[src/design/edpc_pkg.sv]
`timescale 1ns / 1ps

package edpc_pkg;

  localparam logic [7:0] ESC_BYTE     = 8'd25;
  localparam logic [7:0] ENDLINE_BYTE = 8'd30;
  localparam logic [7:0] CR_BYTE      = 8'd13;
  localparam logic [7:0] LF_BYTE      = 8'd10;

  localparam int unsigned OUT_DATA_W = 16;
  localparam int unsigned MAX_RES    = 3;
  localparam int unsigned CNT_W      = 2;

  localparam logic CFG_ABORT_AMBIG   = 1'b0;
  localparam logic CFG_ABORT_INVALID = 1'b1;

  typedef enum logic [4:0] {
    PH_IDLE        = 5'b00001,
    PH_AFTER_CR    = 5'b00010,
    PH_AFTER_ESC   = 5'b00100,
    PH_AFTER_GROUP = 5'b01000,
    PH_ABORTED     = 5'b10000
  } phase_t;

  typedef enum logic [1:0] {
    ERR_NONE      = 2'd0,
    ERR_AMBIGUOUS = 2'd1,
    ERR_INVALID   = 2'd2
  } err_t;

  typedef struct packed {
    logic       byte_valid;
    logic [7:0] out_byte;
    err_t       error_code;
    logic       stream_done;
    logic       last_of_run;
  } result_t;

  typedef struct packed {
    logic [CNT_W-1:0]     n;
    result_t [MAX_RES-1:0] res;
    phase_t               phase_nxt;
    logic                 group_we;
  } dec_t;

endpackage

[src/design/edpc_decode.sv]
`timescale 1ns / 1ps

module edpc_decode (
  input  logic [7:0]     in_byte,
  input  logic           in_last,
  input  edpc_pkg::phase_t phase,
  input  logic [7:0]     group,
  input  logic           abort_amb,
  input  logic           abort_inv,
  output edpc_pkg::dec_t dec
);
  import edpc_pkg::*;

  function automatic result_t mk(input logic v, input logic [7:0] b, input err_t e,
                                 input logic done);
    result_t r;
    r.byte_valid  = v;
    r.out_byte    = v ? b : 8'd0;
    r.error_code  = e;
    r.stream_done = done;
    r.last_of_run = 1'b0;
    return r;
  endfunction

  function automatic logic [7:0] pair_code(input logic [7:0] g, input logic [7:0] v);
    logic [7:0] c;
    c = 8'd0;
    case (g)
      "A": c = (v == "a") ? 8'd133 : (v == "e") ? 8'd138 : (v == "u") ? 8'd151 : 8'd0;
      "B": c = (v == "e") ? 8'd130 : (v == "E") ? 8'd144 : 8'd0;
      "C": c = (v == "a") ? 8'd131 : (v == "e") ? 8'd136 : (v == "i") ? 8'd140 :
               (v == "o") ? 8'd147 : (v == "u") ? 8'd150 : 8'd0;
      "H": c = (v == "e") ? 8'd137 : (v == "i") ? 8'd139 : (v == "u") ? 8'd129 : 8'd0;
      "K": c = (v == "c") ? 8'd135 : (v == "C") ? 8'd128 : 8'd0;
      default: c = 8'd0;
    endcase
    return c;
  endfunction

  logic       is_group;
  logic [7:0] code;
  err_t       idle_err;
  logic [1:0] idle_n;
  result_t    idle_r0;
  result_t    idle_r1;
  phase_t     idle_ph;

  assign is_group = (in_byte == "A") || (in_byte == "B") || (in_byte == "C") ||
                    (in_byte == "H") || (in_byte == "K");
  assign code     = pair_code(group, in_byte);
  assign idle_err = (phase == PH_AFTER_CR && in_byte == LF_BYTE) ? ERR_AMBIGUOUS : ERR_NONE;

  // plain byte handling as in the idle phase
  always_comb begin
    idle_r0 = mk(1'b1, in_byte, idle_err, 1'b0);
    idle_r1 = mk(1'b1, LF_BYTE, idle_err, 1'b0);
    idle_n  = 2'd1;
    idle_ph = PH_IDLE;
    if (in_byte == ENDLINE_BYTE) begin
      idle_r0 = mk(1'b1, CR_BYTE, idle_err, 1'b0);
      idle_n  = 2'd2;
    end else if (in_byte == CR_BYTE) begin
      idle_n  = 2'd0;
      idle_ph = PH_AFTER_CR;
    end else if (in_byte == ESC_BYTE) begin
      idle_n  = 2'd0;
      idle_ph = PH_AFTER_ESC;
    end
  end

  always_comb begin
    dec.n         = 2'd0;
    dec.res[0]    = mk(1'b0, 8'd0, ERR_NONE, 1'b0);
    dec.res[1]    = mk(1'b0, 8'd0, ERR_NONE, 1'b0);
    dec.res[2]    = mk(1'b0, 8'd0, ERR_NONE, 1'b0);
    dec.phase_nxt = phase;
    dec.group_we  = 1'b0;
    if (in_last) begin
      dec.phase_nxt = PH_IDLE;
      dec.n         = 2'd1;
      unique case (phase)
        PH_AFTER_CR: dec.res[0] = mk(1'b1, CR_BYTE, ERR_NONE, 1'b1);
        PH_AFTER_ESC: begin
          dec.res[0] = abort_inv ? mk(1'b0, 8'd0, ERR_INVALID, 1'b1)
                                 : mk(1'b1, ESC_BYTE, ERR_INVALID, 1'b1);
        end
        PH_AFTER_GROUP: begin
          if (abort_inv) begin
            dec.res[0] = mk(1'b0, 8'd0, ERR_INVALID, 1'b1);
          end else begin
            dec.res[0] = mk(1'b1, ESC_BYTE, ERR_INVALID, 1'b1);
            dec.res[1] = mk(1'b1, group, ERR_INVALID, 1'b1);
            dec.n      = 2'd2;
          end
        end
        default: dec.res[0] = mk(1'b0, 8'd0, ERR_NONE, 1'b1);
      endcase
    end else begin
      unique case (phase)
        PH_ABORTED: dec.phase_nxt = PH_ABORTED;
        PH_AFTER_CR: begin
          if (in_byte == LF_BYTE && abort_amb) begin
            dec.res[0]    = mk(1'b0, 8'd0, ERR_AMBIGUOUS, 1'b1);
            dec.n         = 2'd1;
            dec.phase_nxt = PH_ABORTED;
          end else begin
            dec.res[0]    = mk(1'b1, CR_BYTE, idle_err, 1'b0);
            dec.res[1]    = idle_r0;
            dec.res[2]    = idle_r1;
            dec.n         = idle_n + 2'd1;
            dec.phase_nxt = idle_ph;
          end
        end
        PH_AFTER_ESC: begin
          if (is_group) begin
            dec.group_we  = 1'b1;
            dec.phase_nxt = PH_AFTER_GROUP;
          end else if (abort_inv) begin
            dec.res[0]    = mk(1'b0, 8'd0, ERR_INVALID, 1'b1);
            dec.n         = 2'd1;
            dec.phase_nxt = PH_ABORTED;
          end else begin
            dec.res[0]    = mk(1'b1, ESC_BYTE, ERR_INVALID, 1'b0);
            dec.res[1]    = mk(1'b1, in_byte, ERR_INVALID, 1'b0);
            dec.n         = 2'd2;
            dec.phase_nxt = PH_IDLE;
          end
        end
        PH_AFTER_GROUP: begin
          if (code != 8'd0) begin
            dec.res[0]    = mk(1'b1, code, ERR_NONE, 1'b0);
            dec.n         = 2'd1;
            dec.phase_nxt = PH_IDLE;
          end else if (abort_inv) begin
            dec.res[0]    = mk(1'b0, 8'd0, ERR_INVALID, 1'b1);
            dec.n         = 2'd1;
            dec.phase_nxt = PH_ABORTED;
          end else begin
            dec.res[0]    = mk(1'b1, ESC_BYTE, ERR_INVALID, 1'b0);
            dec.res[1]    = mk(1'b1, group, ERR_INVALID, 1'b0);
            dec.res[2]    = mk(1'b1, in_byte, ERR_INVALID, 1'b0);
            dec.n         = 2'd3;
            dec.phase_nxt = PH_IDLE;
          end
        end
        default: begin
          dec.res[0]    = idle_r0;
          dec.res[1]    = idle_r1;
          dec.n         = idle_n;
          dec.phase_nxt = idle_ph;
        end
      endcase
    end
    case (dec.n)
      2'd1: dec.res[0].last_of_run = 1'b1;
      2'd2: dec.res[1].last_of_run = 1'b1;
      2'd3: dec.res[2].last_of_run = 1'b1;
      default: ;
    endcase
  end

endmodule

[src/design/edpc_out_buf.sv]
`timescale 1ns / 1ps

module edpc_out_buf (
  input  logic                  clk,
  input  logic                  rst_n,
  input  logic                  load,
  input  edpc_pkg::dec_t        dec,
  output logic                  buf_free,
  output logic                  out_valid,
  input  logic                  out_ready,
  output edpc_pkg::result_t     head
);
  import edpc_pkg::*;

  logic [CNT_W-1:0] count_r;
  logic [CNT_W-1:0] count_nxt;
  result_t          res_r [MAX_RES];
  logic             pop;

  assign out_valid = (count_r != '0);
  assign pop       = out_valid && out_ready;
  assign buf_free  = (count_r == '0) || (count_r == CNT_W'(1) && out_ready);
  assign head      = res_r[0];

  always_comb begin
    count_nxt = count_r;
    if (load) begin
      count_nxt = dec.n;
    end else if (pop) begin
      count_nxt = count_r - CNT_W'(1);
    end
  end

  always_ff @(posedge clk) begin
    if (!rst_n) begin
      count_r <= '0;
    end else begin
      count_r <= count_nxt;
    end
  end

  always_ff @(posedge clk) begin
    if (load) begin
      res_r[0] <= dec.res[0];
      res_r[1] <= dec.res[1];
      res_r[2] <= dec.res[2];
    end else if (pop) begin
      res_r[0] <= res_r[1];
      res_r[1] <= res_r[2];
    end
  end

  a_load_only_when_free: assert property (@(posedge clk) disable iff (!rst_n)
    load |-> (count_r == '0) || (count_r == CNT_W'(1) && pop))
    else $error("result buffer overwritten");

  a_load_nonempty: assert property (@(posedge clk) disable iff (!rst_n)
    load |=> out_valid)
    else $error("load left buffer empty");

  a_last_closes_run: assert property (@(posedge clk) disable iff (!rst_n)
    (out_valid && count_r == CNT_W'(1)) |-> head.last_of_run)
    else $error("final buffered result lacks last flag");

endmodule

[src/design/escape_diacritic_to_pc_decoder_unit.sv]
`timescale 1ns / 1ps

// channel  dir  handshake              payload
// in_      in   in_tvalid/in_tready    in_tdata[7:0] in_byte, in_tlast stream_end
// out_     out  out_tvalid/out_tready  out_tdata byte/err/done, out_tuser byte_valid,
//                                      out_tlast last_of_run
// cfg_     in   cfg_valid/cfg_ready    cfg_index, cfg_data
//
// one input request per cycle when each causes at most one result and out_tready stays high
// an input causing n results (n up to 3) presents them on the output one after another
// decode sits between the input register and a three-entry result shifter
// synchronous active-low reset returns phase to idle and clears config
// input stalls only while the result shifter still holds earlier results
module escape_diacritic_to_pc_decoder_unit (
  input  logic                      clk,
  input  logic                      rst_n,
  input  logic                      in_tvalid,
  output logic                      in_tready,
  input  logic [7:0]                in_tdata,   // [7:0] in_byte
  input  logic                      in_tlast,   // stream_end
  output logic                      out_tvalid,
  input  logic                      out_tready,
  output logic [edpc_pkg::OUT_DATA_W-1:0] out_tdata, // [7:0] out_byte, [9:8] error_code,
                                                     // [10] stream_done
  output logic                      out_tuser,  // byte_valid
  output logic                      out_tlast,  // last_of_run
  input  logic                      cfg_valid,
  output logic                      cfg_ready,
  input  logic                      cfg_index,
  input  logic                      cfg_data
);
  import edpc_pkg::*;

  logic       in_valid_r;
  logic [7:0] in_byte_r;
  logic       in_last_r;
  phase_t     phase_r;
  logic [7:0] group_r;
  logic       abort_amb_r;
  logic       abort_inv_r;

  dec_t       dec;
  logic       buf_free;
  logic       fire;
  logic       load;
  result_t    head;

  edpc_decode u_decode (
    .in_byte   (in_byte_r),
    .in_last   (in_last_r),
    .phase     (phase_r),
    .group     (group_r),
    .abort_amb (abort_amb_r),
    .abort_inv (abort_inv_r),
    .dec       (dec)
  );

  assign fire      = in_valid_r && ((dec.n == '0) || buf_free);
  assign load      = fire && (dec.n != '0);
  assign in_tready = !in_valid_r || fire;
  assign cfg_ready = 1'b1;

  edpc_out_buf u_out_buf (
    .clk       (clk),
    .rst_n     (rst_n),
    .load      (load),
    .dec       (dec),
    .buf_free  (buf_free),
    .out_valid (out_tvalid),
    .out_ready (out_tready),
    .head      (head)
  );

  assign out_tdata = {5'd0, head.stream_done, head.error_code, head.out_byte};
  assign out_tuser = head.byte_valid;
  assign out_tlast = head.last_of_run;

  always_ff @(posedge clk) begin
    if (!rst_n) begin
      in_valid_r <= 1'b0;
    end else if (in_tready) begin
      in_valid_r <= in_tvalid;
    end
  end

  always_ff @(posedge clk) begin
    if (in_tvalid && in_tready) begin
      in_byte_r <= in_tdata;
      in_last_r <= in_tlast;
    end
  end

  always_ff @(posedge clk) begin
    if (!rst_n) begin
      phase_r <= PH_IDLE;
      group_r <= 8'd0;
    end else if (fire) begin
      phase_r <= dec.phase_nxt;
      if (dec.group_we) begin
        group_r <= in_byte_r;
      end
    end
  end

  always_ff @(posedge clk) begin
    if (!rst_n) begin
      abort_amb_r <= 1'b0;
      abort_inv_r <= 1'b0;
    end else if (cfg_valid && cfg_ready) begin
      unique case (cfg_index)
        CFG_ABORT_AMBIG:   abort_amb_r <= cfg_data;
        CFG_ABORT_INVALID: abort_inv_r <= cfg_data;
        default: ;
      endcase
    end
  end

  a_aborted_silent: assert property (@(posedge clk) disable iff (!rst_n)
    (fire && phase_r == PH_ABORTED && !in_last_r) |-> (dec.n == '0))
    else $error("aborted stream produced a result");

  a_end_to_idle: assert property (@(posedge clk) disable iff (!rst_n)
    (fire && in_last_r) |=> (phase_r == PH_IDLE))
    else $error("end of stream did not return to idle");

  a_end_single_or_flush: assert property (@(posedge clk) disable iff (!rst_n)
    (fire && in_last_r) |-> (dec.n != '0) && dec.res[0].stream_done)
    else $error("end of stream without done result");

endmodule
[config.mk]
export PLATFORM = sky130hd
export DESIGN_NAME = escape_diacritic_to_pc_decoder_unit
export DESIGN_NICKNAME = d
export VERILOG_FILES = /design/src/design/edpc_pkg.sv /design/src/design/edpc_decode.sv /design/src/design/edpc_out_buf.sv /design/src/design/escape_diacritic_to_pc_decoder_unit.sv
export SDC_FILE = /design/constraint.sdc
export NUM_CORES = 1
export LEC_CHECK = 0
export BUFFER_PORTS_ARGS = -buffer_cell sky130_fd_sc_hd__buf_2
export CAP_MARGIN = 20
export CORE_ASPECT_RATIO = 1.2
export CORE_MARGIN = 2
export CORE_UTILIZATION = 45
export CTS_CLUSTER_DIAMETER = 120
export DETAILED_ROUTE_END_ITERATION = 10
export PLACE_DENSITY = 0.66
export RECOVER_POWER = 25
export SLEW_MARGIN = 20
export SYNTH_ARGS = -nofsm -noshare
export SYNTH_HDL_FRONTEND = slang
export SYNTH_SLANG_ARGS = --single-unit
[constraint.sdc]
create_clock -name clk -period 10.9 [get_ports clk]
set_input_delay 0.545 -clock clk [delete_from_list [all_inputs] [get_ports clk]]
set_output_delay 0.545 -clock clk [all_outputs]
set_load 0.03 [all_outputs]
==> flow_metrics.py, run 1 <==
metrics = {
    "cts": {
        "clock-sinks": 65,
        "cts_tree": "built",
        "cts_max_path_buffers": 2,
        "cts_resized": 0,
        "cts-root-buf": "clkbuf_8",
        "cts_buffers": 9,
        "cts.clk_slew.worst_paths_ns": 0.07,
        "cts_setup_buffers": 0,
        "ctsHoldBuffers": 0,
        "h-tree-depth": 3,
        "clk_latency_ns": 0.36,
    },
    "logic_synthesis": {
        "synth.top_cell.area_share_pct": 35.31,
        "yosysSeqAreaShare_pct": 44.32,
        "synth_fa_ha_area_share_pct": 0.6260,
        "synth_compound_area_share_pct": 15.90,
        "synthSimpleGateAreaFrac_pct": 20.56,
        "synth_area_mm2": 0.003998,
        "syn_inst": 382,
        "yosysTopAreaCell": "edfxtp_1",
        "synthArstFlopShare_pct": 0,
        "yosys-top-cells-area": "edfxtp_1 (35%), dfxtp_1 (9.0%), mux2_4 (6.0%)",
        "yosys_warnings": 0,
        "dominantRegCellSynth": "edfxtp_1",
        "synth_edf_count": 47,
        "synth_seq_cells": 65,
        "synth-xor-area-share_pct": 0.8764,
        "muxShareOfSynthArea_pct": 9.703,
        "synth_top_family_by_area": "simple AND/OR/NAND/NOR gates",
        "yosysUniqueCellTypes": 77,
        "postSynthAreaPerCell_um2": 10.46,
    },
    "setup_path": {
        "startpoint_type": "register",
        "cp_common_cell": "a21oi_1",
        "end_kind": "output pin",
        "required_ns": 10.36,
        "path_class": "reg2out",
        "cp_cell_sequence": "nor3b_1 -> a21oi_1 -> or4_1 -> nand4_1 -> a211o_1 -> a21oi_1 -> inv_1 -> buf_2",
        "worstPathArrival_ns": 3.33,
        "cp_num_buf_inv": 2,
        "cpPeakStageDelay_ns": 0.74,
        "crit_fanout": 21,
        "critPathTopFamily": "simple AND/OR/NAND/NOR gates",
        "worst_path_max_delay_cell": "edfxtp_1",
    },
    "grt": {
        "grt-ovfl-total": 0,
        "grt_pass1_wl_um": 14790,
        "grt_usage_pct": 19.96,
        "grt_antenna_before_repair": 0,
        "grt_pass1_vias": 2846,
        "grt_start_max_net_pins": 28,
    },
    "timing": {
        "setup-tns-final_ns": 0,
        "hold_ws_ns": 0.3577,
        "max_freq_mhz": 257.8,
        "hold_viol": 0,
        "worst_slew_pin_slew_ns": 1.062,
        "grt_setup_unrepaired": "no",
        "period_minus_slack_ns": 3.880,
        "fin_skew_ns": 0.007171,
        "min_period_over_period_pct": 35.59,
        "setup_viol": 0,
        "relSlewSlack_pct": 28.88,
        "maxSlewViolCount": 0,
    },
    "floorplan": {
        "die-area_mm2": 0.009657,
        "num_rows": 37,
        "die_h_um": 107.3,
        "start_util_pct": 46.43,
        "ios": 37,
        "core_area_mm2": 0.008611,
        "die_x_um": 90.04,
    },
    "route": {
        "vias": 2988,
        "drt-total-wl_um": 9286,
        "drtIter0Drc": 245,
        "wl_per_cell_um": 18.03,
        "viasPerCell": 5.802,
        "drc_errors": 0,
        "drt-pass1-iter-count": 5,
        "ant_nets": 0,
    },
    "finish": {
        "final_cell_mix": "edfxtp_1 (47), nor2_1 (28), nand2_1 (24)",
        "final_common_cell": "edfxtp_1",
        "num-fill-cells": 828,
        "antenna_cells": 0,
        "layout-drive-gt1-share_pct": 16.58,
        "syn2layout_area_growth_pct": 7.074,
        "num-nets-final": 411,
    },
    "power": {
        "p_total_mw": 0.7275,
        "vdd_drop_max_v": 0.00006439,
        "leakage_nw": 1.565,
        "powerDensity_mw_per_mm2": 170.0,
    },
    "run_status": {
        "outcome": "finished, final reports clean",
    },
    "run": {
        "maxCapViolCount": 0,
    },
    "place": {
        "port_buffers": 30,
        "place_hpwl_um": 6912,
        "gp_congestion": 0.9100,
    },
    "worst_hold_path": {
        "hold_path.class": "in2reg",
    },
}
==> synth_stat cells, drive strengths merged (2+ instances only) <==
library cell  number
nand2             24
a22o               6
nor3b              3
conb               2
and3b              2
and2               8
nor2b              8
a21oi             23
a31oi              4
and4               5
o21a               3
ha                 2
a311oi             2
or4                2
buf               26
mux2              22
o2bb2ai            2
nand3             10
edfxtp            47
nand4b             2
a22oi              2
and3               8
mux2i              8
nor3               6
xor2               2
or2                2
o221ai             2
a211o              2
clkbuf             9
nand4             11
a2111o             2
o31ai              2
xnor2              2
nand2b             5
nor2              30
nand3b             4
o211ai             5
dfxtp             18
o21ai             16
a221o              2
or4b               3
inv               16
a211oi             3
==> cells by family after synthesis <==
family / count (synthesis)
other cells: 2
flops: 65
buf+inv: 52
compound gates: 88
xor+xnor: 4
mux: 30
simple gates: 139
fa+ha+maj: 2
==> per-stage QoR <==
step / util (%) / instance area [um2] / setup WS (ns) / cells
final: 49.71 / 4280 / 7.020 / 515
after global routing: 49.71 / 4280 / 6.781 / 515
after CTS: 49.96 / 4302 / 7.158 / 515
after detailed placement: 47.24 / 4068 / 7.196 / 499
after global placement: 47.24 / 4068 / 7.296 / 499
after floorplan: - / 4013 / 7.437 / 386
==> worst paths after layout <==
kind                                              end  depth (start not counted)              startpoint  slack (ns)
worst max-delay path                        in_tready                          8            in_byte_r[3]        7.02
worst min-delay path                     in_byte_r[1]                          1             in_tdata[1]        0.36
worst max register to register           in_byte_r[3]                          7            in_byte_r[3]        7.09
worst min register to register  u_out_buf.res_r[0][2]                          1  u_out_buf.res_r[0][15]        0.52
==> metal layers <==
metal,wire [um],share of wire [%],GRT usage [%],vias to the layer above
met2,4371,47,32.28,118
li1,-,-,-,1435
met3,516,5.6,3.782,32
met4,367,4.0,12.31,0
met1,4031,43,24.80,1403
met5,0,0,0,-
==> power breakdown <==
group / internal [mW] / switching [mW]
logic: 0.0537 / 0.0949
registers: 0.314 / 0.0208
clock network: 0.151 / 0.0936
==> state kept, by name, indices dropped and copies added (netlist names) <==
register and cells:
abort_amb_r 1, abort_inv_r 1, group_r 8, in_byte_r 8
in_last_r 1, in_valid_r 1, phase_r 5, u_out_buf.count_r 2
u_out_buf.res_r 38
==> layout make-up <==
class                      count  area (um2)  area share (%)
multi-input combinational    269        1926           44.99
tap                          117       146.4           3.420
clock buffer                  10       127.6           2.982
clock inverter                 6       106.4           2.485
timing repair buffer          31       138.9           3.245
inverter                      17       63.81           1.491
sequential                    65        1772           41.39
(Power assumes the default switching activity.)
==> run 2, diff against run 1 <==
--- a/config.mk
+++ b/config.mk
@@ -5,6 +5,7 @@
 export SDC_FILE = /design/constraint.sdc
 export NUM_CORES = 1
 export LEC_CHECK = 0
+export ABC_AREA = 1
 export BUFFER_PORTS_ARGS = -buffer_cell sky130_fd_sc_hd__buf_2
 export CAP_MARGIN = 20
 export CORE_ASPECT_RATIO = 1.2
@@ -12,7 +13,7 @@
 export CORE_UTILIZATION = 45
 export CTS_CLUSTER_DIAMETER = 120
 export DETAILED_ROUTE_END_ITERATION = 10
-export PLACE_DENSITY = 0.66
+export PLACE_DENSITY = 0.69
 export RECOVER_POWER = 25
 export SLEW_MARGIN = 20
 export SYNTH_ARGS = -nofsm -noshare
==> constraint.sdc (replaced) <==
create_clock -name clk -period 3.48 [get_ports clk]
set_input_delay 0.174 -clock clk [delete_from_list [all_inputs] [get_ports clk]]
set_output_delay 0.174 -clock clk [all_outputs]
set_load 0.03 [all_outputs]
==> run 2 against run 1 <==
Final cell count grew 26%. Clock-buffer cell count is the same. First-iteration DRC count shrank 23%. Combinational power grew to 5.1 times the previous value. Wire length grew 3.3%. Clock skew grew 0.0033 ns. Flip-flop and latch count is the same. Critical path depth grew 9. Global-route usage grew 0.92 points. Synthesized area grew 0.16%. Core utilization grew 1.5 points.
==> flow_metrics.py, run 2 <==
metrics = {
    "logic_synthesis": {
        "yosysUniqueCellTypes": 45,
        "synthArstFlopShare_pct": 0,
        "synth_seq_cells": 65,
        "synth_most_common_cell": "nand2_1",
        "synth_edf_count": 47,
        "syn_inst": 499,
        "yosys_warnings": 0,
        "synth_area_mm2": 0.004004,
        "synthTopCellsByCount": "nand2_1 (119), nor2_1 (62), edfxtp_1 (47)",
        "dominantRegCellSynth": "edfxtp_1",
        "yosysTopAreaCell": "edfxtp_1",
        "yosys-top-cells-area": "edfxtp_1 (35%), nand2_1 (11%), dfxtp_1 (9.0%)",
        "yosysSeqAreaShare_pct": 44.25,
        "synth.top_cell.area_share_pct": 35.25,
        "postSynthAreaPerCell_um2": 8.024,
    },
    "run_status": {
        "outcome": "finished, final reports clean",
    },
    "cts": {
        "cts.clk_slew.worst_paths_ns": 0.07,
        "h-tree-depth": 3,
        "cts-root-buf": "clkbuf_8",
        "cts_tree": "built",
        "cts_resized": 0,
        "clock-sinks": 65,
        "clk_latency_ns": 0.35,
        "cts_setup_buffers": 0,
        "cts_buffers": 9,
        "cts_max_path_buffers": 2,
    },
    "timing": {
        "setup_ws_ns": 0.4985,
        "grt_setup_unrepaired": "no",
        "relSlewSlack_pct": 66.29,
        "hold_viol": 0,
        "setup-tns-final_ns": 0,
        "worst_slew_pin_slew_ns": 0.5051,
        "hold_ws_ns": 0.1039,
        "maxSlewViolCount": 0,
        "min_period_over_period_pct": 85.68,
        "setup_viol": 0,
        "fin_skew_ns": 0.01044,
        "period_minus_slack_ns": 2.982,
        "max_freq_mhz": 335.4,
    },
    "grt": {
        "grt.busiest_layer": "met2",
        "grt-ovfl-total": 0,
        "grt_pass1_vias": 3192,
        "met2_usage_pct": 34.26,
        "gr-usage-met3_pct": 2.521,
        "grt_usage_pct": 20.88,
        "grt_start_max_net_pins": 35,
        "grt_pass1_wl_um": 15710,
        "grt_antenna_before_repair": 0,
        "grtUsageMet1_pct": 27.10,
    },
    "floorplan": {
        "core_area_mm2": 0.008611,
        "start_util_pct": 46.50,
        "die-area_mm2": 0.009671,
        "num_rows": 37,
        "ios": 37,
        "die_h_um": 107.3,
        "die_x_um": 90.11,
    },
    "power": {
        "vdd_drop_max_v": 0.0001997,
        "powerDensity_mw_per_mm2": 622.2,
        "leakage_nw": 1.948,
    },
    "setup_path": {
        "r2r_start": "in_byte_r[1]",
        "critPathTopFamily": "simple AND/OR/NAND/NOR gates",
        "crit_fanout": 34,
        "cp-startpoint": "in_byte_r[1]",
        "cp_cell_sequence": "inv_2 -> nand2_1 -> nor2_1 -> nand2_1 -> nand2_1 -> nand2_1 -> nand2_1 -> nor2_1 -> nand4_1 -> nand3_2 -> nand2_2 -> nand3_4 -> nand3_4 -> nand2_4 -> inv_6 -> nand2_1 -> o21ai_2",
        "cp_num_buf_inv": 2,
        "end_kind": "register",
        "required_ns": 3.58,
        "worst_path_max_delay_cell": "edfxtp_1",
        "cp_common_cell": "nand2_1",
        "worstPathArrival_ns": 3.08,
        "cpPeakStageDelay_ns": 0.57,
        "startpoint_type": "register",
        "path_class": "reg2reg",
    },
    "place": {
        "gp_congestion": 0.9758,
        "port_buffers": 30,
        "pre_cts_ws_ns": 0.6523,
        "place_hpwl_um": 7450,
    },
    "finish": {
        "num-nets-final": 545,
        "syn2layout_area_growth_pct": 10.03,
        "antenna_cells": 0,
        "layout-drive-gt1-share_pct": 18.23,
        "final_common_cell": "nand2_1",
        "final_cell_mix": "nand2_1 (121), nor2_1 (63), edfxtp_1 (47)",
        "largest_reg_flops": 38,
        "multi_input_area_mm2": 0.001770,
        "top_regs": "u_out_buf.res_r: 38 flops, group_r: 8 flops, in_byte_r: 8 flops",
        "final_util_pct": 51.16,
        "regArea_mm2": 0.001772,
        "num-fill-cells": 849,
        "largest_register": "u_out_buf.res_r",
    },
    "worst_hold_path": {
        "hp-start": "cfg_index",
        "hold_path.class": "in2reg",
    },
    "route": {
        "vias": 3339,
        "ant_nets": 0,
        "viasPerCell": 5.145,
        "drt-pass1-iter-count": 5,
        "wl_per_cell_um": 14.78,
        "drt-total-wl_um": 9594,
        "drc_errors": 0,
        "drtIter0Drc": 189,
    },
    "run": {
        "maxCapViolCount": 0,
    },
}
[run 2: final timing paths]
path                                 end  slack (ns)  cells after the start
setup / recovery  u_out_buf.res_r[0][11]        0.50                     17
hold / removal               abort_inv_r        0.10                      3
setup reg to reg  u_out_buf.res_r[0][11]        0.50                     17
hold reg to reg               group_r[6]        0.47                      2
[run 2: layer usage]
layer  wire, um  part of all wire (%)
met2       4561                    48
met1       4317                    45
met3        395                   4.1
met5          0                     0
met4        318                   3.3
[run 2: cells by family after synthesis]
group	Yosys count	share of synthesized area, %
AND/OR/NAND/NOR	276	33.22
flip-flops	65	44.25
AO/OA/AOI/OAI	67	10.63
other	2	0.1876
buffers and inverters	87	11.09
adder cells (fa/ha/maj)	2	0.6249
[run 2: worst min-delay path: cells and delay by family]
kind / cells / cell delay [ns]
buffers and inverters: 1 / 0.10
AND/OR/NAND/NOR: 1 / 0.07
AO/OA/AOI/OAI: 1 / 0.06
[run 2: what timing repair did]
item                                    4_1_cts  5_1_grt
hold buffers                                  9        0
endpoints found under the setup margin        0        0
endpoints found under the hold margin         9        0
[run 2: per-stage QoR]
step | total power [mW] | std cells | area, um2
after floorplan | 1.879 | 503 | 4019
after global placement | 1.947 | 624 | 4113
after detailed placement | 1.964 | 624 | 4113
after CTS | 2.786 | 649 | 4456
after global routing | 2.893 | 649 | 4405
final | 2.741 | 649 | 4405
[run 2: cell type report]
| type | instances | area share, % |
|---|---|---|
| Clock buffer | 10 | 3.124 |
| Clock inverter | 6 | 2.613 |
| Inverter | 59 | 5.141 |
| Multi-Input combinational cell | 351 | 40.19 |
| Sequential cell | 65 | 40.22 |
| Tap cell | 117 | 3.323 |
| Timing Repair Buffer | 41 | 5.396 |
[run 2: report_power, final]
part	switching (mW)	leakage [nW]	internal [mW]
clock network	0.316	0.123	0.498
registers	0.0847	0.600	1.08
logic	0.571	1.22	0.192
